### src/design/twdw_pkg.sv
// Types and constants of the two-wheel drive command watchdog.
// Used by the wheel lanes, the merge stage and the top level; depends on nothing.
package twdw_pkg;

   localparam int VEL_W  = 16;
   localparam int DUTY_W = 14;
   localparam int DIST_W = 48;
   localparam int MAX_W  = 15;
   localparam int AGE_W  = 16;
   localparam int NUM_W  = 28;   // dividend of the duty division

   localparam logic [12:0] FULL_DUTY = 13'd4096;

   // Drive modes.
   localparam logic [1:0] DM_NONE    = 2'd0;
   localparam logic [1:0] DM_VEL     = 2'd1;
   localparam logic [1:0] DM_PWM     = 2'd2;
   localparam logic [1:0] DM_UNKNOWN = 2'd3;

   // Configuration register indexes.
   localparam logic [1:0] CSR_MAX_SPEED  = 2'd0;
   localparam logic [1:0] CSR_LEFT_FWD   = 2'd1;
   localparam logic [1:0] CSR_RIGHT_FWD  = 2'd2;
   localparam logic [1:0] CSR_TIMEOUT    = 2'd3;

   typedef struct packed {
      logic signed [VEL_W-1:0]  vel;
      logic signed [DUTY_W-1:0] frac;
      logic                     dir;
   } lane_res_type;

   typedef struct packed {
      logic       cmd_en;
      logic       tick_en;
      logic [1:0] dm;
   } upd_type;

   typedef struct packed {
      logic                     is_feedback;
      logic                     left_dir_level;
      logic                     right_dir_level;
      logic signed [DUTY_W-1:0] left_duty;
      logic signed [DUTY_W-1:0] right_duty;
      logic signed [VEL_W-1:0]  left_speed;
      logic signed [VEL_W-1:0]  right_speed;
      logic signed [DIST_W-1:0] left_distance;
      logic signed [DIST_W-1:0] right_distance;
      logic [1:0]               requested_mode;
      logic [1:0]               effective_mode;
   } res_type;

endpackage

### src/design/twdw_lane.sv
// One wheel lane: pwm scaling with rounding and saturation, then a restoring
// divider that forms the duty. Depends on twdw_pkg.
module twdw_lane import twdw_pkg::*; (
   input  logic                    clock,
   input  logic                    reset,
   input  logic                    start,
   input  logic                    use_pwm,
   input  logic signed [VEL_W-1:0] cmd,
   input  logic [MAX_W-1:0]        max_speed,   // never zero here
   input  logic                    fwd_level,
   output logic                    done,
   output lane_res_type            res
);

   localparam logic [1:0] ST_IDLE  = 2'd0;
   localparam logic [1:0] ST_SCALE = 2'd1;
   localparam logic [1:0] ST_DIV   = 2'd2;
   localparam logic [4:0] DIV_LAST = 5'(NUM_W - 1);

   logic [1:0]              state_ff, state_in;
   logic [4:0]              cnt_ff, cnt_in;
   logic                    done_ff, done_in;
   logic                    pwm_ff, pwm_in;
   logic signed [VEL_W-1:0] cmd_ff, cmd_in;
   logic signed [31:0]      prod_ff, prod_in;
   logic signed [VEL_W-1:0] vel_ff, vel_in;
   logic [NUM_W-1:0]        num_ff, num_in;
   logic [MAX_W-1:0]        rem_ff, rem_in;

   logic signed [31:0]      rounded;
   logic signed [31:0]      scaled;
   logic signed [VEL_W-1:0] sat;
   logic signed [VEL_W-1:0] v_sel;
   logic signed [VEL_W:0]   v_ext;
   logic [VEL_W:0]          mag;
   logic [NUM_W-1:0]        num_init;
   logic [MAX_W:0]          trial;
   logic                    ge;
   logic [12:0]             duty_mag;

   assign prod_in = cmd * $signed({1'b0, max_speed});

   // Round to nearest with ties upward: add half, then floor by the shift.
   assign rounded = prod_ff + 32'sd8192;
   assign scaled  = rounded >>> 14;

   always_comb begin
      if (scaled > 32'sd32767) begin
         sat = 16'sh7FFF;
      end else if (scaled < -32'sd32768) begin
         sat = -16'sh8000;
      end else begin
         sat = scaled[VEL_W-1:0];
      end
   end

   assign v_sel    = pwm_ff ? sat : cmd_ff;
   assign v_ext    = {v_sel[VEL_W-1], v_sel};
   assign mag      = v_ext[VEL_W] ? (VEL_W+1)'(-v_ext) : (VEL_W+1)'(v_ext);
   assign num_init = {mag[VEL_W-1:0], 12'b0} + NUM_W'(max_speed >> 1);

   assign trial = {rem_ff, num_ff[NUM_W-1]};
   assign ge    = trial >= {1'b0, max_speed};

   always_comb begin
      state_in = state_ff;
      cnt_in   = cnt_ff;
      done_in  = 1'b0;
      pwm_in   = pwm_ff;
      cmd_in   = cmd_ff;
      vel_in   = vel_ff;
      num_in   = num_ff;
      rem_in   = rem_ff;
      case (state_ff)
         ST_IDLE: begin
            if (start) begin
               pwm_in   = use_pwm;
               cmd_in   = cmd;
               state_in = ST_SCALE;
            end
         end
         ST_SCALE: begin
            vel_in   = v_sel;
            num_in   = num_init;
            rem_in   = '0;
            cnt_in   = '0;
            state_in = ST_DIV;
         end
         ST_DIV: begin
            // The dividend register fills with quotient bits from the bottom.
            num_in = {num_ff[NUM_W-2:0], ge};
            rem_in = ge ? MAX_W'(trial - {1'b0, max_speed}) : trial[MAX_W-1:0];
            cnt_in = cnt_ff + 5'd1;
            if (cnt_ff == DIV_LAST) begin
               done_in  = 1'b1;
               state_in = ST_IDLE;
            end
         end
         default: begin
            state_in = ST_IDLE;
         end
      endcase
   end

   always_ff @(posedge clock) begin
      if (reset) begin
         state_ff <= ST_IDLE;
         done_ff  <= 1'b0;
         cnt_ff   <= '0;
      end else begin
         state_ff <= state_in;
         done_ff  <= done_in;
         cnt_ff   <= cnt_in;
      end
      pwm_ff  <= pwm_in;
      cmd_ff  <= cmd_in;
      vel_ff  <= vel_in;
      num_ff  <= num_in;
      rem_ff  <= rem_in;
      if (state_ff == ST_IDLE && start) begin
         prod_ff <= prod_in;
      end
   end

   assign duty_mag = (num_ff > NUM_W'(FULL_DUTY)) ? FULL_DUTY : num_ff[12:0];

   assign done     = done_ff;
   assign res.vel  = vel_ff;
   assign res.frac = vel_ff[VEL_W-1] ? DUTY_W'(-$signed({1'b0, duty_mag}))
                                     : DUTY_W'({1'b0, duty_mag});
   assign res.dir  = (!vel_ff[VEL_W-1]) == fwd_level;

endmodule

### src/design/twdw_merge.sv
// Merge stage: wheel state, command watchdog and travel accumulators, fed by the
// two lanes; it forms the result of each item. Depends on twdw_pkg.
module twdw_merge import twdw_pkg::*; (
   input  logic             clock,
   input  logic             reset,
   input  upd_type          upd,
   input  lane_res_type     left_res,
   input  lane_res_type     right_res,
   input  logic [AGE_W-1:0] timeout_ticks,
   output res_type          res
);

   logic signed [VEL_W-1:0]  lvel_ff, lvel_in, rvel_ff, rvel_in;
   logic signed [DUTY_W-1:0] lfrac_ff, lfrac_in, rfrac_ff, rfrac_in;
   logic                     ldir_ff, ldir_in, rdir_ff, rdir_in;
   logic [DIST_W-1:0]        ltrav_ff, ltrav_in, rtrav_ff, rtrav_in;
   logic [1:0]               mode_ff, mode_in, eff_ff, eff_in;
   logic [AGE_W-1:0]         age_ff, age_in;
   logic                     fb_ff, fb_in;
   logic [AGE_W-1:0]         age_inc;
   logic                     timed_out;

   assign age_inc   = (age_ff == '1) ? age_ff : age_ff + AGE_W'(1);
   assign timed_out = age_inc > timeout_ticks;

   always_comb begin
      lvel_in  = lvel_ff;
      rvel_in  = rvel_ff;
      lfrac_in = lfrac_ff;
      rfrac_in = rfrac_ff;
      ldir_in  = ldir_ff;
      rdir_in  = rdir_ff;
      ltrav_in = ltrav_ff;
      rtrav_in = rtrav_ff;
      mode_in  = mode_ff;
      eff_in   = eff_ff;
      age_in   = age_ff;
      fb_in    = fb_ff;
      if (upd.cmd_en) begin
         age_in  = '0;
         mode_in = upd.dm;
         eff_in  = upd.dm;
         fb_in   = 1'b0;
         if (upd.dm inside {DM_VEL, DM_PWM}) begin
            lvel_in  = left_res.vel;
            lfrac_in = left_res.frac;
            ldir_in  = left_res.dir;
            rvel_in  = right_res.vel;
            rfrac_in = right_res.frac;
            rdir_in  = right_res.dir;
         end else begin
            lvel_in  = '0;
            rvel_in  = '0;
            lfrac_in = '0;
            rfrac_in = '0;
         end
      end else if (upd.tick_en) begin
         age_in = age_inc;
         fb_in  = 1'b1;
         if (timed_out) begin
            // A halted wheel adds nothing to its travel on this tick.
            lvel_in  = '0;
            rvel_in  = '0;
            lfrac_in = '0;
            rfrac_in = '0;
            eff_in   = DM_NONE;
         end else begin
            ltrav_in = ltrav_ff + DIST_W'(lvel_ff);
            rtrav_in = rtrav_ff + DIST_W'(rvel_ff);
            eff_in   = mode_ff;
         end
      end
   end

   always_ff @(posedge clock) begin
      if (reset) begin
         lvel_ff  <= '0;
         rvel_ff  <= '0;
         lfrac_ff <= '0;
         rfrac_ff <= '0;
         ldir_ff  <= 1'b0;
         rdir_ff  <= 1'b0;
         ltrav_ff <= '0;
         rtrav_ff <= '0;
         mode_ff  <= DM_NONE;
         eff_ff   <= DM_NONE;
         age_ff   <= '0;
         fb_ff    <= 1'b0;
      end else begin
         lvel_ff  <= lvel_in;
         rvel_ff  <= rvel_in;
         lfrac_ff <= lfrac_in;
         rfrac_ff <= rfrac_in;
         ldir_ff  <= ldir_in;
         rdir_ff  <= rdir_in;
         ltrav_ff <= ltrav_in;
         rtrav_ff <= rtrav_in;
         mode_ff  <= mode_in;
         eff_ff   <= eff_in;
         age_ff   <= age_in;
         fb_ff    <= fb_in;
      end
   end

   assign res.is_feedback     = fb_ff;
   assign res.left_dir_level  = ldir_ff;
   assign res.right_dir_level = rdir_ff;
   assign res.left_duty       = lfrac_ff;
   assign res.right_duty      = rfrac_ff;
   assign res.left_speed      = lvel_ff;
   assign res.right_speed     = rvel_ff;
   assign res.left_distance   = $signed(ltrav_ff);
   assign res.right_distance  = $signed(rtrav_ff);
   assign res.requested_mode  = mode_ff;
   assign res.effective_mode  = eff_ff;

endmodule

### src/design/two_wheel_drive_command_watchdog.sv
// Two-wheel drive command watchdog, top level: stream ports, configuration
// registers, sequencing, and the output register. Depends on twdw_pkg, twdw_lane
// and twdw_merge.
//
// Each transfer on the request stream is a drive command (req_tuser low) or a
// feedback tick (req_tuser high) and yields exactly one response. A tick, or a
// command in mode none or unknown, is taken by the merge stage at the transfer
// edge and by the output register once that register is free. For a velocity or
// pwm command both wheel lanes run together: the pwm product is registered at the
// transfer edge, then each lane rounds and saturates, its bit-serial restoring
// divider forms the duty, and the result passes the merge stage and then the
// output register. One item is in work at a time; the next request is taken as
// soon as the previous response sits in the output register, even while that
// response waits for rsp_tready. A max_speed of zero is treated as one.
module two_wheel_drive_command_watchdog import twdw_pkg::*; (
   input  logic         clock,
   input  logic         reset,
   // Request stream.
   input  logic         req_tvalid,
   output logic         req_tready,
   input  logic [39:0]  req_tdata,    // drive_mode[1:0], left_command[17:2], right_command[33:18]
   input  logic         req_tuser,    // mode: 1 feedback tick, 0 drive command
   // Response stream.
   output logic         rsp_tvalid,
   input  logic         rsp_tready,
   output logic [167:0] rsp_tdata,    // left_dir_level[0], right_dir_level[1], left_duty[15:2],
                                      // right_duty[29:16], left_speed[45:30],
                                      // right_speed[61:46], left_distance[109:62],
                                      // right_distance[157:110], requested_mode[159:158],
                                      // effective_mode[161:160]
   output logic         rsp_tuser,    // is_feedback
   // Configuration write port.
   input  logic         csr_wen,
   input  logic [1:0]   csr_index,
   input  logic [15:0]  csr_wdata
);

   localparam logic [1:0] ST_IDLE  = 2'd0;
   localparam logic [1:0] ST_LANES = 2'd1;
   localparam logic [1:0] ST_LOAD  = 2'd2;

   logic [1:0]         state_ff, state_in;
   logic [1:0]         dm_ff, dm_in;
   logic [MAX_W-1:0]   max_ff;
   logic               lfwd_ff, rfwd_ff;
   logic [AGE_W-1:0]   tmo_ff;
   logic               rsp_valid_ff, rsp_valid_in;
   logic [167:0]       rsp_data_ff;
   logic               rsp_user_ff;

   logic               accept;
   logic               drive_req;
   logic               lanes_done;
   logic               load;
   logic [1:0]         req_dm;
   logic [MAX_W-1:0]   max_eff;
   logic               left_done, right_done;
   lane_res_type       left_res, right_res;
   upd_type            upd;
   res_type            res;

   assign req_tready = state_ff == ST_IDLE;
   assign accept     = req_tvalid && req_tready;
   assign req_dm     = req_tdata[1:0];
   assign drive_req  = !req_tuser && (req_dm inside {DM_VEL, DM_PWM});
   assign lanes_done = (state_ff == ST_LANES) && left_done && right_done;
   assign load       = (state_ff == ST_LOAD) && (!rsp_valid_ff || rsp_tready);
   assign max_eff    = (max_ff == '0) ? MAX_W'(1) : max_ff;

   always_ff @(posedge clock) begin
      if (reset) begin
         max_ff  <= MAX_W'(256);
         lfwd_ff <= 1'b1;
         rfwd_ff <= 1'b0;
         tmo_ff  <= AGE_W'(25);
      end else if (csr_wen) begin
         case (csr_index)
            CSR_MAX_SPEED: max_ff  <= csr_wdata[MAX_W-1:0];
            CSR_LEFT_FWD:  lfwd_ff <= csr_wdata[0];
            CSR_RIGHT_FWD: rfwd_ff <= csr_wdata[0];
            CSR_TIMEOUT:   tmo_ff  <= csr_wdata[AGE_W-1:0];
            default: begin
            end
         endcase
      end
   end

   twdw_lane u_left (
      .clock     (clock),
      .reset     (reset),
      .start     (accept && drive_req),
      .use_pwm   (req_dm == DM_PWM),
      .cmd       ($signed(req_tdata[17:2])),
      .max_speed (max_eff),
      .fwd_level (lfwd_ff),
      .done      (left_done),
      .res       (left_res)
   );

   twdw_lane u_right (
      .clock     (clock),
      .reset     (reset),
      .start     (accept && drive_req),
      .use_pwm   (req_dm == DM_PWM),
      .cmd       ($signed(req_tdata[33:18])),
      .max_speed (max_eff),
      .fwd_level (rfwd_ff),
      .done      (right_done),
      .res       (right_res)
   );

   // Ticks and halting commands update the state in the cycle of their transfer.
   assign upd.cmd_en  = (accept && !req_tuser && !drive_req) || lanes_done;
   assign upd.tick_en = accept && req_tuser;
   assign upd.dm      = (state_ff == ST_LANES) ? dm_ff : req_dm;

   twdw_merge u_merge (
      .clock         (clock),
      .reset         (reset),
      .upd           (upd),
      .left_res      (left_res),
      .right_res     (right_res),
      .timeout_ticks (tmo_ff),
      .res           (res)
   );

   always_comb begin
      state_in = state_ff;
      dm_in    = dm_ff;
      case (state_ff)
         ST_IDLE: begin
            if (accept) begin
               dm_in    = req_dm;
               state_in = drive_req ? ST_LANES : ST_LOAD;
            end
         end
         ST_LANES: begin
            if (lanes_done) begin
               state_in = ST_LOAD;
            end
         end
         ST_LOAD: begin
            if (load) begin
               state_in = ST_IDLE;
            end
         end
         default: begin
            state_in = ST_IDLE;
         end
      endcase
   end

   always_comb begin
      rsp_valid_in = rsp_valid_ff;
      if (load) begin
         rsp_valid_in = 1'b1;
      end else if (rsp_tready) begin
         rsp_valid_in = 1'b0;
      end
   end

   always_ff @(posedge clock) begin
      if (reset) begin
         state_ff     <= ST_IDLE;
         rsp_valid_ff <= 1'b0;
      end else begin
         state_ff     <= state_in;
         rsp_valid_ff <= rsp_valid_in;
      end
      dm_ff <= dm_in;
      if (load) begin
         rsp_user_ff <= res.is_feedback;
         rsp_data_ff <= {6'b0, res.effective_mode, res.requested_mode,
                         res.right_distance, res.left_distance,
                         res.right_speed, res.left_speed,
                         res.right_duty, res.left_duty,
                         res.right_dir_level, res.left_dir_level};
      end
   end

   assign rsp_tvalid = rsp_valid_ff;
   assign rsp_tdata  = rsp_data_ff;
   assign rsp_tuser  = rsp_user_ff;

endmodule

### config.mk
export PLATFORM = sky130hd
export DESIGN_NAME = two_wheel_drive_command_watchdog
export DESIGN_NICKNAME = d
export VERILOG_FILES = /design/src/design/twdw_pkg.sv /design/src/design/twdw_lane.sv /design/src/design/twdw_merge.sv /design/src/design/two_wheel_drive_command_watchdog.sv
export SDC_FILE = /design/constraint.sdc
export NUM_CORES = 2
export LEC_CHECK = 0
export ABC_CLOCK_PERIOD_IN_PS = 10480
export BUFFER_PORTS_ARGS = -buffer_cell sky130_fd_sc_hd__buf_2
export CELL_PAD_IN_SITES_DETAIL_PLACEMENT = 1
export CELL_PAD_IN_SITES_GLOBAL_PLACEMENT = 1
export CORE_UTILIZATION = 45
export CTS_CLUSTER_DIAMETER = 50
export CTS_CLUSTER_SIZE = 28
export DETAILED_ROUTE_END_ITERATION = 12
export PLACE_DENSITY = 0.87
export SLEW_MARGIN = 0
export SYNTH_ARGS = -nofsm -noshare
export SYNTH_HDL_FRONTEND = slang
export SYNTH_HIERARCHICAL = 1
export SYNTH_SLANG_ARGS = --single-unit
### constraint.sdc
create_clock -name clock -period 10.48 [get_ports clock]
set_input_delay 2.096 -clock clock [delete_from_list [all_inputs] [get_ports clock]]
set_output_delay 2.096 -clock clock [all_outputs]
set_load 0.01 [all_outputs]
# After elaboration in Yosys (flattened, before gate mapping)
# Index checks and enable logic that the tools add are counted.
# word_totals
in_bits	64
reg_bits	612
wordCells	192
# classes
add_sub_neg	15
order_cmp	9
n_reduce_logical	46
mux	52
n_bitwise	4
n_mul	2
n_eq_ne	25
# ops
cell	n
16-bit 2-to-1 mux	15
14-bit 2-to-1 mux	8
28-bit case mux with 2 select lines	2
48-bit adder	2
32-bit by 15-bit adder with 32-bit output, second input constant	2
16-bit by 16-bit multiplier with 32-bit output	2
15-bit case mux with 2 select lines	2
28-bit by 14-bit adder with 28-bit output	2
28-bit by 13-bit > comparator with 1-bit output, second input constant	2
15-bit 2-to-1 mux	3
18-bit by 16-bit > comparator with 1-bit output, second input constant	2
18-bit by 16-bit < comparator with 1-bit output, second input constant	2
16-bit by 15-bit >= comparator with 1-bit output	2
16-bit negation	2
15-bit subtractor	2
13-bit negation with 14-bit output	2
13-bit 2-to-1 mux	2
2-bit 2-to-1 mux	11
2-bit AND reduction	11
5-bit case mux with 2 select lines	2
2-bit case mux with 3 select lines	3
16-bit by 1-bit adder with 16-bit output, second input constant	1
16-bit == test, second input constant	1
16-bit > comparator	1
17 further kinds	69

# Logic depth before layout (Yosys ltp)
# logic_depth
word_depth	9
depth_mapped	28
depth_no_buf	26

# Cells and area by module
# The synthesis kept the hierarchy.
# by_module_without_submodules
mod	instances	cells_per_inst	seq_area_each_um2	area_per_inst_um2
twdw_lane (u_right)	1	1633	3012.9	15369.7
twdw_lane (u_left)	1	1624	3012.9	15325.9
twdw_merge	1	1566	3583.4	12154.2
two_wheel_drive_command_watchdog	1	365	5675.4	6488.7

# Least setup slack after synthesis
# No wires, ideal clock.
# synth_path
path_kind	input port to flip-flop
start	in rsp_tready
end	reg rsp_data_ff[0], in the netlist rsp_tdata[0], enable pin
cell_stages	2
n_path_buf	0
setup_ns	0.708
setup_slack_ns	0.398
t_required_ns	9.772
arrival_time_ns	9.374
cell_sequence	nor2b_1 nor2b_1
# synth_between
elab_chain_len	2
# synth_lines
item	line	text
from (decl)	two_wheel_drive_command_watchdog.sv:25	input logic rsp_tready,
1-bit logical OR	two_wheel_drive_command_watchdog.sv:67	assign load = (state_ff == ST_LOAD) && (!rsp_valid_ff || rsp_tready);
1-bit logical AND	two_wheel_drive_command_watchdog.sv:67	
net load	two_wheel_drive_command_watchdog.sv:54	logic load;
to (signal assigned)	two_wheel_drive_command_watchdog.sv:173	rsp_data_ff <= {6'b0, res.effective_mode, res.requested_mode,
to (decl)	two_wheel_drive_command_watchdog.sv:48	logic [167:0] rsp_data_ff;
# The timed path passes the listed nets, and every way through them passes these cells.
# A chain may end at the register's enable or synchronous reset.

# Final worst setup path
# layout_path
start	in req_tdata[23]
end	reg u_right.prod_ff[31], data pin
# layout_between
elab_chain_len	1
# layout_lines
item	line	text
from (decl)	two_wheel_drive_command_watchdog.sv:21	input logic [39:0] req_tdata,
16-bit by 16-bit multiplier with 32-bit output	twdw_lane.sv:41	assign prod_in = cmd * $signed({1'b0, max_speed});
net u_right.prod_in[31]	twdw_lane.sv:25	logic signed [31:0] prod_ff, prod_in;
to (signal assigned)	twdw_lane.sv:121	prod_ff <= prod_in;
to (decl)	twdw_lane.sv:25	
# The timed path passes the listed nets, and every way through them passes these cells.

==> summary.txt <==
Hold path
  – Hold wc startpoint: u_merge/fb_ff
  – Worst Hold Endpoint: rsp_tuser
  – Hold Path Depth: 0
  – Hold Crit Class: flip-flop to flip-flop

Logic synthesis
  – Syn_area_per_cell: approximately 9.5 um^2
  – Asr flop ratio synth: 0%
  – Top post-synthesis cells by area: edfxtp_1, fa_1, dfxtp_1
  – Post-synthesis instance total: ~5.2k
  – Dominant synthesized flop cell: edfxtp_1
  – Post-Syn Area: slightly below 0.05 mm^2
  – Synth Warn #: 6
  – Cell taking the most area after synthesis: edfxtp_1
  – Flops & latches, synth: 586
  – Sequential area share after synthesis: between 30% and 40%
  – Number of synthesized flops with an enable pin: between 300 and 400
  – Count leader, synth: inv_1
  – Commonest cells in the netlist: inv_1, nand2_1, fa_1, edfxtp_1, nor2_1
  – Yosys cell types: between 100 and 150
  – Share of the synthesized area in the top cell type: between 20% and 30%

Cells and area
  – Non-Filler Instances: 6740
  – Core Util, Final: about half
  – Fin area: about 0.054 mm^2
  – Synth-to-layout area growth: 8.83%
  – Nets: just over 6k
  – Layout cells sized above 1: between 8 and 9%

Critical path
  – WS Path Type: input port to flip-flop
  – Worst EP arrival: ~9 ns
  – Worst R2R Start: max_ff[4]
  – R2r setup slk: about 2.6 ns
  – R2R depth: 21
  – CP Launch Type: input port
  – Req. time, crit path: approximately 11 ns
  – Critical-path cell list: buf_2, and2_1, fa_1, inv_1, fa_1, fa_1, inv_1, fa_1, fa_1, fa_1, ha_1, a2111oi_0, nand2_1, a21oi_1, o21ai_0, a21o_1, a21bo_2, a41o_1, or4_1, a31oi_1, xnor2_1
  – Slowest stage cell, crit path: fa_1
  – Crit end category: flip-flop
  – Critical Path Fanout Max: 16
  – R2r endpoint: u_right/prod_ff[31]
  – Worst path max stage delay: 0.64 ns
  – CP dominant cell by count: fa_1

STA
  – Final clock skew: 0.0467 ns
  – Period utilisation layout: between 80% and 90%
  – Max Clock Freq: around 120 MHz
  – Slew HR: between 10% and 20%
  – Min cycle time layout: ~8.6 ns
  – Count of final hold-check violations: 0
  – Final setup violation count: 0
  – RSZ-0062 raised after global routing: no
  – Least-Margin Pin Slew: around 1.2 ns
  – TNS Setup: 0 ns
  – Slew Viols, Final: 0

Die
  – Die Y: 333 um
  – Die area: 0.111 mm^2
  – Initial Util: ~45%
  – Die X: ~330 um
  – Core Region: around 0.11 mm^2
  – Rows: between 100 and 150
  – I/O pin count: 235

Clocking
  – Clock sinks: 586
  – Worst-skew pair later-pin latency: ~0.66 ns
  – Post-CTS setup buffer count: 0
  – Bufs on Longest Clock Path: 3
  – Hold buffers post-CTS: 0
  – H-tree Lvls: 2
  – Post-CTS Resized: 0
  – Clock root cell: clkbuf_16
  – Clk pin slew, worst setup/hold paths: 0.08 ns
  – CTS buffer count: 56
  – CTS tree: done

Routing
  – # DRC: 4
  – Max layer used: met5
  – DRT Pass-1 Iters: 12
  – Routed wl met2: ~73 mm
  – Antenna Nets Post-Route: 0
  – DR WL/cell: around 22 um
  – DR vias/cell: roughly 5.7
  – Starting DRT DRC Count: between 2k and 2.5k
  – Met3 Wirelength: 6.95 mm
  – Via Count: ~38k
  – Total length of routed wires: 146 mm
  – Wl on met1: approximately 60 mm

Placement
  – Port bufs: roughly 220
  – Detailed Place HPWL: roughly 110 mm
  – Placed cell count: between 6k and 7k
  – Placed inst area: ~0.052 mm^2
  – GP Congestion: ~0.88

Global routing
  – Initial antenna violation count: 11
  – Pin count of the biggest net entering global routing: roughly 160
  – Remaining Overflow, GRT: 0
  – Tot GR Track Use: about a quarter
  – First-pass GRT wire length: ~230 mm
  – Number of global-route vias before repair: 42.1k

Job
  – Maxcap violations: 0

Power and ir drop
  – Static Leak: about 23 nW
  – Max VDD drop: ~0.00013 V
  – Total design power: between 0.007 and 0.008 W
  – Pwr/cell area: roughly 150 mW/mm^2

Outcome
  – Status: finished with violations
  – Failing checks: DRC
-- routing by layer --
layer	up-vias	global-route usage, %
li1	17400	-
met1	19400	31.6
met2	1099	46.0
met3	325	3.91
met4	10	10.4
met5	-	0
-- cells by family after synthesis --
| family | synth area share, % |
|---|---|
| multiplexers | 1.17 |
| AO/OA/AOI/OAI | 12.1 |
| XOR/XNOR | 4.30 |
| AND/OR/NAND/NOR | 16.0 |
| flip-flops | 31.0 |
| buffers and inverters | 7.18 |
| other | 0.00760 |
| adder cells (fa/ha/maj) | 28.3 |
-- worst max-delay path by stage --
| stage | start | to | slack (ns) |
|---|---|---|---|
| final | req_tdata[23] | u_right/prod_ff[31] | 1.87 |
| after global placement | req_tdata[33] | u_right/prod_ff[31] | 1.45 |
| after detailed placement | req_tdata[33] | u_right/prod_ff[31] | 1.20 |
| after floorplan | rsp_tready | rsp_tdata[0] | 0.40 |
| after CTS | req_tdata[17] | u_left/prod_ff[31] | 1.90 |
| after global routing | req_tdata[17] | u_left/prod_ff[31] | 1.40 |
-- metrics by stage --
step                setup WS [ns]  hold WS [ns]
finish                       1.87         0.434
global route                 1.40         0.449
CTS                          1.90         0.433
detailed placement           1.20         0.417
global placement             1.45         0.413
floorplan                   0.398         0.408
-- registers in the layout (all words and copies together) (netlist names), 16 cells and up --
register	cells
u_merge/ltrav_ff	48
u_left/cmd_ff	16
u_right/prod_ff	19
u_merge/lvel_ff	16
u_left/num_ff	28
u_right/cmd_ff	16
u_merge/rtrav_ff	48
tmo_ff	16
rsp_tdata	162
u_merge/rvel_ff	16
u_left/vel_ff	16
u_right/num_ff	28
u_merge/age_ff	16
u_left/prod_ff	19
u_right/vel_ff	16
-- where the power goes --
group	internal, W	switching (W)
registers	0.00283	0.000212
clock network	0.00112	0.00112
logic	0.00101	0.00168
-- worst max-delay path, delay by kind of cell --
kind                     cells  cell delay, ns
XOR/XNOR                     1            0.09
adder cells (fa/ha/maj)      7            3.52
buffers and inverters        3            0.38
AO/OA/AOI/OAI                7            2.10
AND/OR/NAND/NOR              3            0.83
-- placed cells by master (no fill, tap or decap), types with 19 or more instances in the layout --
master       n
nor2b_1     40
o21ai_0    165
buf_2      221
and3_1      32
a211oi_1    31
xor2_1      98
a22oi_1     63
a21o_1      90
ha_1       320
nor4_1      26
nor3_1      74
and2_1     249
nand2_1    664
o21bai_1    20
clkbuf_16   57
xnor2_1    144
o211ai_1    19
buf_4       30
inv_1      689
a31oi_1     37
mux2i_1     44
fa_1       496
a21oi_1    267
edfxtp_1   355
nand3_1     76
nand2b_1    20
o21a_1      30
nand4_1     42
dfxtp_1    229
nor2_1     340
-- final cells by class --
class | instances | area (um^2)
inverters | 692 | 2600
clock buffers | 58 | 1430
multi-input cells | 3685 | 30600
diodes | 4 | 10.0
well taps | 1414 | 1770
flip-flops and latches | 586 | 15300
fillers | 12300 | 55200
repair buffers | 254 | 1380
clock inverters | 47 | 642
Note: power is estimated with default switching activity, not from simulation.
